`config.mk`:
```
export PLATFORM = sky130hd
export DESIGN_NAME = arp_cache_engine_flat
export DESIGN_NICKNAME = d
export VERILOG_FILES = /design/src/arpc_pkg.sv /design/src/arpc_if.sv /design/src/arpc_ram.sv /design/src/arpc_ctrl.sv /design/src/arp_cache_engine.sv /design/src/flat_wrapper.sv
export SDC_FILE = /design/constraint.sdc
export NUM_CORES = 2
export LEC_CHECK = 0
export CAP_MARGIN = 15
export CORE_ASPECT_RATIO = 1.2
export CORE_MARGIN = 4
export CORE_UTILIZATION = 40
export CTS_CLUSTER_DIAMETER = 50
export CTS_CLUSTER_SIZE = 24
export DETAILED_ROUTE_END_ITERATION = 7
export DONT_BUFFER_PORTS = 1
export HOLD_SLACK_MARGIN = 0.05
export PLACE_DENSITY = 0.53
export SETUP_SLACK_MARGIN = 0.05
export SLEW_MARGIN = 20
export SYNTH_ARGS = -nofsm -noshare
export SYNTH_HDL_FRONTEND = slang
export SYNTH_SLANG_ARGS = --single-unit
```
`constraint.sdc`:
```
create_clock -name clock -period 8.3 [get_ports clock]
set_input_delay 2.075 -clock clock [delete_from_list [all_inputs] [get_ports clock]]
set_output_delay 2.075 -clock clock [all_outputs]
set_load 0.01 [all_outputs]
```
`src/arpc_pkg.sv`:
```
`timescale 1ns / 1ps
// Shared types, constants and helpers of the ARP cache engine.
package arpc_pkg;

   // table geometry
   localparam int ENTRIES = 16;
   localparam int IDX_W   = (ENTRIES > 1) ? $clog2(ENTRIES) : 1;
   localparam int CNT_W   = $clog2(ENTRIES + 1);
   localparam int SLOT_W  = 4;
   localparam int EXT_W   = (IDX_W > SLOT_W) ? IDX_W : SLOT_W;

   // field widths
   localparam int IP_W    = 32;
   localparam int MAC_W   = 48;
   localparam int STAMP_W = 32;
   localparam int KIND_W  = 2;
   localparam int OP_W    = 16;
   localparam int LEARN_W = 2;

   // request kinds
   localparam logic [KIND_W-1:0] REQ_LOOKUP = 2'd0;
   localparam logic [KIND_W-1:0] REQ_PACKET = 2'd1;
   localparam logic [KIND_W-1:0] REQ_ADD    = 2'd2;
   localparam logic [KIND_W-1:0] REQ_TICK   = 2'd3;

   // learn outcomes
   localparam logic [LEARN_W-1:0] LEARN_NONE      = 2'd0;
   localparam logic [LEARN_W-1:0] LEARN_REFRESHED = 2'd1;
   localparam logic [LEARN_W-1:0] LEARN_STORED    = 2'd2;
   localparam logic [LEARN_W-1:0] LEARN_FULL      = 2'd3;

   // ARP operation that asks for a reply
   localparam logic [OP_W-1:0] OP_REQUEST = 16'd1;

   typedef struct packed {
      logic [KIND_W-1:0] req_type;
      logic [IP_W-1:0]   ip;
      logic [MAC_W-1:0]  mac;
      logic [IP_W-1:0]   target_addr;
      logic [OP_W-1:0]   opcode;
   } req_item_type;

   typedef struct packed {
      logic               hit;
      logic [MAC_W-1:0]   mac_out;
      logic [LEARN_W-1:0] learn_result;
      logic [SLOT_W-1:0]  slot;
      logic               send_reply;
      logic [IP_W-1:0]    reply_ip;
      logic [MAC_W-1:0]   reply_mac;
   } rsp_item_type;

   // one table entry as held in memory (valid bits live in flops)
   typedef struct packed {
      logic [IP_W-1:0]    ip;
      logic [MAC_W-1:0]   mac;
      logic [STAMP_W-1:0] stamp;
   } entry_type;

   localparam int ENTRY_W = $bits(entry_type);

   // low slot bits of an entry index
   function automatic logic [SLOT_W-1:0] slot_of(input logic [IDX_W-1:0] idx);
      logic [EXT_W-1:0] ext;
      ext = EXT_W'(idx);
      return ext[SLOT_W-1:0];
   endfunction

endpackage

```
`src/arpc_if.sv`:
```
`timescale 1ns / 1ps
// Request and response channel interfaces of the ARP cache engine.
interface arpc_req_if;
   logic                              valid;
   logic                              ready;
   logic [arpc_pkg::KIND_W-1:0]       req_type;
   logic [arpc_pkg::IP_W-1:0]         ip;
   logic [arpc_pkg::MAC_W-1:0]        mac;
   logic [arpc_pkg::IP_W-1:0]         target_addr;
   logic [arpc_pkg::OP_W-1:0]         opcode;

   modport source (output valid, req_type, ip, mac, target_addr, opcode, input ready);
   modport sink   (input valid, req_type, ip, mac, target_addr, opcode, output ready);
endinterface

interface arpc_rsp_if;
   logic                              valid;
   logic                              ready;
   logic                              hit;
   logic [arpc_pkg::MAC_W-1:0]        mac_out;
   logic [arpc_pkg::LEARN_W-1:0]      learn_result;
   logic [arpc_pkg::SLOT_W-1:0]       slot;
   logic                              send_reply;
   logic [arpc_pkg::IP_W-1:0]         reply_ip;
   logic [arpc_pkg::MAC_W-1:0]        reply_mac;

   modport source (output valid, hit, mac_out, learn_result, slot, send_reply,
                   reply_ip, reply_mac, input ready);
   modport sink   (input valid, hit, mac_out, learn_result, slot, send_reply,
                   reply_ip, reply_mac, output ready);
endinterface

```
`src/arpc_ram.sv`:
```
`timescale 1ns / 1ps
// Simple dual-port synchronous RAM, one write and one registered read port.
module arpc_ram #(
   parameter int DEPTH  = 16,
   parameter int WIDTH  = 8,
   parameter int ADDR_W = (DEPTH > 1) ? $clog2(DEPTH) : 1
) (
   input  logic              clock,
   input  logic              wr_en,
   input  logic [ADDR_W-1:0] wr_addr,
   input  logic [WIDTH-1:0]  wr_data,
   input  logic              rd_en,
   input  logic [ADDR_W-1:0] rd_addr,
   output logic [WIDTH-1:0]  rd_data
);

   logic [WIDTH-1:0] mem [DEPTH];
   logic [WIDTH-1:0] rd_data_ff;

   always_ff @(posedge clock) begin
      if (wr_en) begin
         mem[wr_addr] <= wr_data;
      end
   end

   always_ff @(posedge clock) begin
      if (rd_en) begin
         rd_data_ff <= mem[rd_addr];
      end
   end

   assign rd_data = rd_data_ff;

endmodule

```
`src/arpc_ctrl.sv`:
```
`timescale 1ns / 1ps
// Sequencer: scans the entry memory, picks match and placement, writes back.
module arpc_ctrl (
   input  logic                            clock,
   input  logic                            reset,
   // item in
   input  logic                            req_fire,
   input  arpc_pkg::req_item_type          req_item,
   output logic                            req_idle,
   // configuration
   input  logic [arpc_pkg::IP_W-1:0]       own_ip,
   // result out
   input  logic                            out_free,
   output logic                            done,
   output arpc_pkg::rsp_item_type          result,
   // entry memory
   output logic                            ram_wr_en,
   output logic [arpc_pkg::IDX_W-1:0]      ram_wr_addr,
   output logic [arpc_pkg::ENTRY_W-1:0]    ram_wr_data,
   output logic                            ram_rd_en,
   output logic [arpc_pkg::IDX_W-1:0]      ram_rd_addr,
   input  logic [arpc_pkg::ENTRY_W-1:0]    ram_rd_data
);
   import arpc_pkg::*;

   typedef enum logic [1:0] {
      ST_IDLE,
      ST_SCAN,
      ST_DECIDE
   } state_type;

   localparam logic [IDX_W-1:0] LAST_IDX = IDX_W'(ENTRIES - 1);
   localparam logic [CNT_W-1:0] CNT_END  = CNT_W'(ENTRIES);

   // control state
   state_type            state_ff, state_in;
   logic [ENTRIES-1:0]   valid_ff, valid_in;
   logic [STAMP_W-1:0]   now_ff, now_in;
   logic                 rd_vld_ff, rd_vld_in;

   // per-item working registers
   req_item_type         item_ff, item_in;
   logic [CNT_W-1:0]     issue_ff, issue_in;
   logic [IDX_W-1:0]     rd_idx_ff, rd_idx_in;
   logic                 match_found_ff, match_found_in;
   logic [IDX_W-1:0]     match_idx_ff, match_idx_in;
   logic [MAC_W-1:0]     match_mac_ff, match_mac_in;
   logic                 inv_found_ff, inv_found_in;
   logic [IDX_W-1:0]     inv_idx_ff, inv_idx_in;
   logic                 old_found_ff, old_found_in;
   logic [IDX_W-1:0]     old_idx_ff, old_idx_in;
   logic [STAMP_W-1:0]   old_stamp_ff, old_stamp_in;

   entry_type            rd_entry;
   logic                 rd_entry_valid;
   logic                 pick_found;
   logic [IDX_W-1:0]     pick_idx;
   logic                 wr_req;
   logic [IDX_W-1:0]     wr_idx;
   logic                 leave_decide;

   assign rd_entry       = entry_type'(ram_rd_data);
   assign rd_entry_valid = valid_ff[rd_idx_ff];
   assign req_idle       = (state_ff == ST_IDLE);
   assign done           = (state_ff == ST_DECIDE);
   assign leave_decide   = done && out_free;

   // placement: first free slot, else oldest slot stamped before now
   assign pick_found = inv_found_ff || old_found_ff;
   assign pick_idx   = inv_found_ff ? inv_idx_ff : old_idx_ff;

   // result and write-back of the finished scan
   always_comb begin
      result = '0;
      wr_req = 1'b0;
      wr_idx = pick_idx;
      unique case (item_ff.req_type)
         REQ_LOOKUP: begin
            if (match_found_ff) begin
               result.hit     = 1'b1;
               result.mac_out = match_mac_ff;
               result.slot    = slot_of(match_idx_ff);
            end
         end
         REQ_PACKET: begin
            if (match_found_ff) begin
               wr_req              = 1'b1;
               wr_idx              = match_idx_ff;
               result.learn_result = LEARN_REFRESHED;
               result.slot         = slot_of(match_idx_ff);
            end else if (pick_found) begin
               wr_req              = 1'b1;
               result.learn_result = LEARN_STORED;
               result.slot         = slot_of(pick_idx);
            end else begin
               result.learn_result = LEARN_FULL;
            end
            if (item_ff.target_addr == own_ip && item_ff.opcode == OP_REQUEST) begin
               result.send_reply = 1'b1;
               result.reply_ip   = item_ff.ip;
               result.reply_mac  = item_ff.mac;
            end
         end
         REQ_ADD: begin
            if (pick_found) begin
               wr_req              = 1'b1;
               result.learn_result = LEARN_STORED;
               result.slot         = slot_of(pick_idx);
            end else begin
               result.learn_result = LEARN_FULL;
            end
         end
         REQ_TICK: begin
         end
         default: begin
         end
      endcase
   end

   // memory ports
   assign ram_wr_en   = leave_decide && wr_req;
   assign ram_wr_addr = wr_idx;
   assign ram_wr_data = ENTRY_W'({item_ff.ip, item_ff.mac, now_ff});
   assign ram_rd_en   = (state_ff == ST_SCAN) && (issue_ff < CNT_END);
   assign ram_rd_addr = issue_ff[IDX_W-1:0];

   // next-state logic
   always_comb begin
      state_in       = state_ff;
      valid_in       = valid_ff;
      now_in         = now_ff;
      rd_vld_in      = 1'b0;
      item_in        = item_ff;
      issue_in       = issue_ff;
      rd_idx_in      = rd_idx_ff;
      match_found_in = match_found_ff;
      match_idx_in   = match_idx_ff;
      match_mac_in   = match_mac_ff;
      inv_found_in   = inv_found_ff;
      inv_idx_in     = inv_idx_ff;
      old_found_in   = old_found_ff;
      old_idx_in     = old_idx_ff;
      old_stamp_in   = old_stamp_ff;

      unique case (state_ff)
         ST_IDLE: begin
            if (req_fire) begin
               item_in        = req_item;
               issue_in       = '0;
               match_found_in = 1'b0;
               inv_found_in   = 1'b0;
               old_found_in   = 1'b0;
               old_stamp_in   = now_ff;
               if (req_item.req_type == REQ_TICK) begin
                  now_in   = now_ff + STAMP_W'(1);
                  state_in = ST_DECIDE;
               end else begin
                  state_in = ST_SCAN;
               end
            end
         end
         ST_SCAN: begin
            // issue one read a cycle
            if (ram_rd_en) begin
               issue_in  = issue_ff + CNT_W'(1);
               rd_vld_in = 1'b1;
               rd_idx_in = issue_ff[IDX_W-1:0];
            end
            // evaluate the entry read last cycle
            if (rd_vld_ff) begin
               if (rd_entry_valid && rd_entry.ip == item_ff.ip && !match_found_ff) begin
                  match_found_in = 1'b1;
                  match_idx_in   = rd_idx_ff;
                  match_mac_in   = rd_entry.mac;
               end
               if (!rd_entry_valid && !inv_found_ff) begin
                  inv_found_in = 1'b1;
                  inv_idx_in   = rd_idx_ff;
               end
               if (rd_entry_valid && rd_entry.stamp < old_stamp_ff) begin
                  old_found_in = 1'b1;
                  old_idx_in   = rd_idx_ff;
                  old_stamp_in = rd_entry.stamp;
               end
               if (rd_idx_ff == LAST_IDX) begin
                  state_in = ST_DECIDE;
               end
            end
         end
         ST_DECIDE: begin
            if (leave_decide) begin
               if (wr_req) begin
                  valid_in[wr_idx] = 1'b1;
               end
               state_in = ST_IDLE;
            end
         end
         default: begin
            state_in = ST_IDLE;
         end
      endcase
   end

   // control registers
   always_ff @(posedge clock) begin
      if (reset) begin
         state_ff  <= ST_IDLE;
         valid_ff  <= '0;
         now_ff    <= '0;
         rd_vld_ff <= 1'b0;
      end else begin
         state_ff  <= state_in;
         valid_ff  <= valid_in;
         now_ff    <= now_in;
         rd_vld_ff <= rd_vld_in;
      end
   end

   // working registers
   always_ff @(posedge clock) begin
      item_ff        <= item_in;
      issue_ff       <= issue_in;
      rd_idx_ff      <= rd_idx_in;
      match_found_ff <= match_found_in;
      match_idx_ff   <= match_idx_in;
      match_mac_ff   <= match_mac_in;
      inv_found_ff   <= inv_found_in;
      inv_idx_ff     <= inv_idx_in;
      old_found_ff   <= old_found_in;
      old_idx_ff     <= old_idx_in;
      old_stamp_ff   <= old_stamp_in;
   end

endmodule

```
`src/arp_cache_engine.sv`:
```
`timescale 1ns / 1ps
// Top level of the ARP cache engine: config register, sequencer, memory, output register.
//
//  channel   | direction | handshake           | contents
//  ----------+-----------+---------------------+----------------------------------------
//  req_chan  | in        | valid / ready       | req_type, ip, mac, target_addr, opcode
//  rsp_chan  | out       | valid / ready       | hit, mac_out, learn_result, slot, reply
//  csr       | in        | csr_we              | own_ip (csr_wdata)
//
//  Lookup, packet and add items make one memory read per entry on the single read port,
//  evaluate each entry as its registered read data returns, then pass through the
//  decide/write-back state before the next accept. A tick goes straight to decide.
//  Reset clears all valid bits, the tick counter and own_ip at once; no clearing pass.
//  A result waits in the output register; the engine holds its write-back until that
//  register is free, and accepts one item at a time.
module arp_cache_engine (
   input  logic                       clock,
   input  logic                       reset,
   arpc_req_if.sink                   req_chan,
   arpc_rsp_if.source                 rsp_chan,
   input  logic                       csr_we,
   input  logic [arpc_pkg::IP_W-1:0]  csr_wdata
);
   import arpc_pkg::*;

   logic [IP_W-1:0]     own_ip_ff, own_ip_in;
   logic                rsp_valid_ff, rsp_valid_in;
   rsp_item_type        rsp_data_ff, rsp_data_in;

   req_item_type        req_item;
   logic                req_idle;
   logic                req_fire;
   logic                out_free;
   logic                done;
   rsp_item_type        result;

   logic                ram_wr_en;
   logic [IDX_W-1:0]    ram_wr_addr;
   logic [ENTRY_W-1:0]  ram_wr_data;
   logic                ram_rd_en;
   logic [IDX_W-1:0]    ram_rd_addr;
   logic [ENTRY_W-1:0]  ram_rd_data;

   // input side
   assign req_item.req_type    = req_chan.req_type;
   assign req_item.ip          = req_chan.ip;
   assign req_item.mac         = req_chan.mac;
   assign req_item.target_addr = req_chan.target_addr;
   assign req_item.opcode      = req_chan.opcode;
   assign req_chan.ready       = req_idle;
   assign req_fire             = req_chan.valid && req_idle;

   // configuration register
   assign own_ip_in = csr_we ? csr_wdata : own_ip_ff;

   // output register
   assign out_free     = !rsp_valid_ff || rsp_chan.ready;
   assign rsp_valid_in = (done && out_free) ? 1'b1 :
                         (rsp_chan.ready ? 1'b0 : rsp_valid_ff);
   assign rsp_data_in  = (done && out_free) ? result : rsp_data_ff;

   always_ff @(posedge clock) begin
      if (reset) begin
         own_ip_ff    <= '0;
         rsp_valid_ff <= 1'b0;
      end else begin
         own_ip_ff    <= own_ip_in;
         rsp_valid_ff <= rsp_valid_in;
      end
   end

   always_ff @(posedge clock) begin
      rsp_data_ff <= rsp_data_in;
   end

   assign rsp_chan.valid        = rsp_valid_ff;
   assign rsp_chan.hit          = rsp_data_ff.hit;
   assign rsp_chan.mac_out      = rsp_data_ff.mac_out;
   assign rsp_chan.learn_result = rsp_data_ff.learn_result;
   assign rsp_chan.slot         = rsp_data_ff.slot;
   assign rsp_chan.send_reply   = rsp_data_ff.send_reply;
   assign rsp_chan.reply_ip     = rsp_data_ff.reply_ip;
   assign rsp_chan.reply_mac    = rsp_data_ff.reply_mac;

   // sequencer
   arpc_ctrl u_ctrl (
      .clock       (clock),
      .reset       (reset),
      .req_fire    (req_fire),
      .req_item    (req_item),
      .req_idle    (req_idle),
      .own_ip      (own_ip_ff),
      .out_free    (out_free),
      .done        (done),
      .result      (result),
      .ram_wr_en   (ram_wr_en),
      .ram_wr_addr (ram_wr_addr),
      .ram_wr_data (ram_wr_data),
      .ram_rd_en   (ram_rd_en),
      .ram_rd_addr (ram_rd_addr),
      .ram_rd_data (ram_rd_data)
   );

   // entry memory: ip, mac and stamp of every slot
   arpc_ram #(
      .DEPTH  (ENTRIES),
      .WIDTH  (ENTRY_W),
      .ADDR_W (IDX_W)
   ) u_ram (
      .clock   (clock),
      .wr_en   (ram_wr_en),
      .wr_addr (ram_wr_addr),
      .wr_data (ram_wr_data),
      .rd_en   (ram_rd_en),
      .rd_addr (ram_rd_addr),
      .rd_data (ram_rd_data)
   );

endmodule

```
`src/flat_wrapper.sv`:
```
// flat-port wrapper written by rule: the top's interface ports become plain ports
module arp_cache_engine_flat import arpc_pkg::*;
  (clock, reset, csr_we, csr_wdata, req_chan_valid, req_chan_req_type, req_chan_ip, req_chan_mac, req_chan_target_addr, req_chan_opcode, req_chan_ready, rsp_chan_valid, rsp_chan_hit, rsp_chan_mac_out, rsp_chan_learn_result, rsp_chan_slot, rsp_chan_send_reply, rsp_chan_reply_ip, rsp_chan_reply_mac, rsp_chan_ready);
  arpc_req_if req_chan_i ();
  arpc_rsp_if rsp_chan_i ();
  input  logic clock;
  input  logic reset;
  input  logic csr_we;
  input  logic [arpc_pkg::IP_W-1:0] csr_wdata;
  input wire logic [$bits(req_chan_i.valid)-1:0] req_chan_valid;
  input wire logic [$bits(req_chan_i.req_type)-1:0] req_chan_req_type;
  input wire logic [$bits(req_chan_i.ip)-1:0] req_chan_ip;
  input wire logic [$bits(req_chan_i.mac)-1:0] req_chan_mac;
  input wire logic [$bits(req_chan_i.target_addr)-1:0] req_chan_target_addr;
  input wire logic [$bits(req_chan_i.opcode)-1:0] req_chan_opcode;
  output wire logic [$bits(req_chan_i.ready)-1:0] req_chan_ready;
  output wire logic [$bits(rsp_chan_i.valid)-1:0] rsp_chan_valid;
  output wire logic [$bits(rsp_chan_i.hit)-1:0] rsp_chan_hit;
  output wire logic [$bits(rsp_chan_i.mac_out)-1:0] rsp_chan_mac_out;
  output wire logic [$bits(rsp_chan_i.learn_result)-1:0] rsp_chan_learn_result;
  output wire logic [$bits(rsp_chan_i.slot)-1:0] rsp_chan_slot;
  output wire logic [$bits(rsp_chan_i.send_reply)-1:0] rsp_chan_send_reply;
  output wire logic [$bits(rsp_chan_i.reply_ip)-1:0] rsp_chan_reply_ip;
  output wire logic [$bits(rsp_chan_i.reply_mac)-1:0] rsp_chan_reply_mac;
  input wire logic [$bits(rsp_chan_i.ready)-1:0] rsp_chan_ready;
  assign req_chan_i.valid = req_chan_valid;
  assign req_chan_i.req_type = req_chan_req_type;
  assign req_chan_i.ip = req_chan_ip;
  assign req_chan_i.mac = req_chan_mac;
  assign req_chan_i.target_addr = req_chan_target_addr;
  assign req_chan_i.opcode = req_chan_opcode;
  assign req_chan_ready = req_chan_i.ready;
  assign rsp_chan_valid = rsp_chan_i.valid;
  assign rsp_chan_hit = rsp_chan_i.hit;
  assign rsp_chan_mac_out = rsp_chan_i.mac_out;
  assign rsp_chan_learn_result = rsp_chan_i.learn_result;
  assign rsp_chan_slot = rsp_chan_i.slot;
  assign rsp_chan_send_reply = rsp_chan_i.send_reply;
  assign rsp_chan_reply_ip = rsp_chan_i.reply_ip;
  assign rsp_chan_reply_mac = rsp_chan_i.reply_mac;
  assign rsp_chan_i.ready = rsp_chan_ready;
  arp_cache_engine u_core (.clock(clock), .reset(reset), .req_chan(req_chan_i), .rsp_chan(rsp_chan_i), .csr_we(csr_we), .csr_wdata(csr_wdata));
endmodule
```
==> impl_metrics.tcl <==
set metrics [dict create \
    outcome "finished clean" \
    syn_area_sq_um 88200 \
    setup_viol 0 \
    ir_drop_mv 0.248 \
    drt-total-wl_um 204000 \
    core_area_sq_um 219000 \
    nFillCells 18300 \
    yosys.area_share.simple_pct 2.72 \
    yosys_register_bits 2358 \
    synth_edf_count 2274 \
    die_h_um 522 \
    tritoncts "yes" \
    drc_errors 0 \
    whs_path_depth 0 \
    cts_root_buf "clkbuf_16" \
    skew_ps 72.2 \
    clkTransAtPathRegs_ps 80 \
    path_max_fanout 38 \
    grt_max_degree 109 \
    port-buffer-count 0 \
    powerDensity_nw_per_um2 244 \
    hold_end "u_core.u_ctrl.match_mac_ff[16]" \
    tightest_slew_ps 1130 \
    synthArstFlopShare_pct 0 \
    rsz0062_at_grt "false" \
    worstSkewPairLatency_ps 840 \
    whs_ps 423 \
    max_freq_ghz 0.203 \
    mostFrequentLayoutCells "edfxtp_1 (2274), mux4_2 (565), clkbuf_16 (171), nand2_1 (117), nor2_1 (92)" \
    cp_slowest_stage_delay_ps 840 \
    die_area_sq_um 228000 \
    crit_chain "xnor2_1 -> nand4_1 -> nor4_1 -> nand4_1 -> nor2_4 -> buf_4" \
    fp.dieW_um 437 \
    ff_latch_area_sq_um 70000 \
    utilization_pct 44.9 \
    tns_ps 0 \
    maxCapViolCount 0 \
    fin_crit_sh_pct 59.3 \
    worstSetupPathType "register to register" \
    cts_buffer_depth 4 \
    synth-compound-area-share_pct 0.677 \
    layout_commonest_cell "edfxtp_1" \
    maxSlewViolCount 0 \
    drtIter0Drc 3155 \
    grt_usage_pct 17.7 \
    synthMuxAreaShare_pct 14.9 \
    syn_nets 4089 \
    reg2reg_depth 6 \
    cp_common_cell "nand4_1" \
    synth_warnings 0 \
    reg2reg_setup_slack_ps 3380 \
    r2r-end "u_core.u_ctrl.match_mac_ff[15]" \
    drtPass1Iterations 7 \
    synth_flop_cell "edfxtp_1" \
    htree_num_levels 4 \
    dpl.hpwl_um 106000 \
    crit_path_top_delay_cell "xnor2_1" \
    r2r-start "u_core.u_ctrl.ram_wr_data[87]" \
    synthAdderAreaFrac_pct 0.525 \
    postLayoutCellArea_sq_um 98300 \
    avgRoutedWirePerCell_um 28.9 \
    fin_crit_ps 4920 \
    synthCells 3885 \
    antenna_found_initial 21 \
    critPathBufInv 1 \
    vias 38200 \
    rows 188 \
    final_nets 4171 \
    multi_input_area_sq_um 17500 \
    grt.overflow.total 0 \
    maxSlewHeadroom_pct 24.4 \
    cp.required_ps 8740 \
    synth_area_per_cell_sq_um 22.7 \
    synth_xor_area_share_pct 0.824 \
    start_util_pct 40.3 \
    cts.sinks 2358 \
    synth_top_family_by_area "multiplexers" \
    cts_setup_buffers 0 \
    holdCritPathClass "register to register" \
    grt_pass1_wl_um 294000 \
    vias_per_cell 5.42 \
    gp_congestion 0.752 \
    crit_family "simple AND/OR/NAND/NOR gates" \
    arrival_ps 5360 \
    seq_area_frac_synth_pct 79.3 \
    hp-start "u_core.u_ram.rd_data[48]" \
    numCtsBuffers 170 \
    drive_gt1_share_pct 23.9 \
    end_kind "register" \
    cts_hold_buffers 0 \
    placed_cell_area_sq_um 92300 \
    grt_pass1_vias 39900 \
    syn_to_final_growth_pct 11.4 \
    cts.repair.resized 0 \
    p_leak_nw 29.2 \
    ioPinCount 305 \
    ant_nets 0 \
    startpoint_type "register" \
    hold_viol 0 \
    ys_types 54 \
]
-- metal layers --
metal  GRT usage [%]  wire length [um]  vias up
met2            30.4            104000      907
met1            23.8             84900    20700
met4            4.32              4680        8
met5               0                57        -
met3            2.88             10200      281
li1                -                 -    16300
-- cell type report --
| type | count | share of cell area, % |
|---|---|---|
| repair buffers | 85 | 0.942 |
| clock buffers | 178 | 4.39 |
| inverters | 50 | 0.199 |
| diodes | 12 | 0.0306 |
| multi-input cells | 1302 | 17.8 |
| clock inverters | 125 | 1.68 |
| well taps | 2945 | 3.75 |
| flip-flops and latches | 2358 | 71.2 |
-- state kept, by name (all words and copies together), names as in the netlist, 4 cells and up --
signal	count
u_core.u_ctrl.inv_idx_ff	4
u_core.u_ram.mem	1792
u_core.own_ip_ff	32
u_core.u_ctrl.rd_idx_ff	4
u_core.u_ctrl.now_ff	32
u_core.u_ctrl.ram_wr_data	80
u_core.u_ctrl.match_idx_ff	4
u_core.rsp_chan.reply_mac	48
u_core.u_ctrl.valid_ff	16
u_core.rsp_chan.mac_out	48
u_core.u_ctrl.match_mac_ff	48
u_core.u_ctrl.old_stamp_ff	32
u_core.u_ctrl.item_ff	50
u_core.rsp_chan.slot	4
u_core.rsp_chan.reply_ip	32
u_core.u_ctrl.old_idx_ff	4
u_core.u_ram.rd_data	112
u_core.u_ctrl.issue_ff	5
-- logic make-up (layout without fill, tap and decap cells) --
kind of cell	after synthesis	in the layout
buffers and inverters	225	438
AND/OR/NAND/NOR	470	470
XOR/XNOR	83	83
other	0	12
flip-flops	2358	2358
AO/OA/AOI/OAI	104	104
adder cells (fa/ha/maj)	37	37
multiplexers	608	608
-- cells in the mapped netlist (20+ instances only) --
master,count,area [sq um]
clkbuf_1,110,413
dfxtp_1,84,1680
ha_1,37,463
buf_1,40,150
xnor2_1,53,464
o21ai_0,29,145
nor4_1,21,131
buf_2,24,120
mux2i_1,36,360
nand2_1,117,439
inv_1,49,184
xor2_1,30,263
and3_1,50,313
mux4_2,565,12700
nor2_1,111,417
a21oi_1,49,245
and2_1,85,532
edfxtp_1,2274,68300
nand4_1,20,125
-- worst reg2reg max path, stage by stage, from the launching register on --
cell      delay (ps)
edfxtp_1         670
xnor2_1          850
nand4_1          320
nor4_1           560
nand4_1          540
nor2_4           770
buf_4            740
-- power by group --
part / switching, mW / internal (mW)
combinational: 0.843 / 0.721
clock: 4.45 / 4.52
sequential: 0.212 / 13.3
total: 5.51 / 18.5
-- through the flow --
stage,setup slack [ps],power (mW),instances
6_report,3380,24.0,7055
5_1_grt,3310,24.9,7045
4_1_cts,3260,24.3,7043
3_5_place_dp,3000,15.3,6740
3_3_place_gp,3030,15.3,6740
2_1_floorplan,294,14.8,3885
-- worst max path at each step --
stage / startpoint / to / slack (ps) / depth (start not counted)
6_report: u_core.u_ctrl.ram_wr_data[87] / u_core.u_ctrl.match_mac_ff[15] / 3380 / 6
5_1_grt: u_core.u_ctrl.ram_wr_data[87] / u_core.u_ctrl.match_mac_ff[16] / 3310 / 6
4_1_cts: u_core.u_ctrl.ram_wr_data[87] / u_core.u_ctrl.match_mac_ff[9] / 3260 / 6
3_5_place_dp: req_chan_valid / u_core.u_ctrl.now_ff[29] / 3000 / 6
3_3_place_gp: req_chan_valid / u_core.u_ctrl.now_ff[25] / 3030 / 6
2_1_floorplan: rsp_chan_ready / u_core.u_ram.mem[2][0] / 290 / 5
Note: power is estimated with default switching activity, not from simulation.
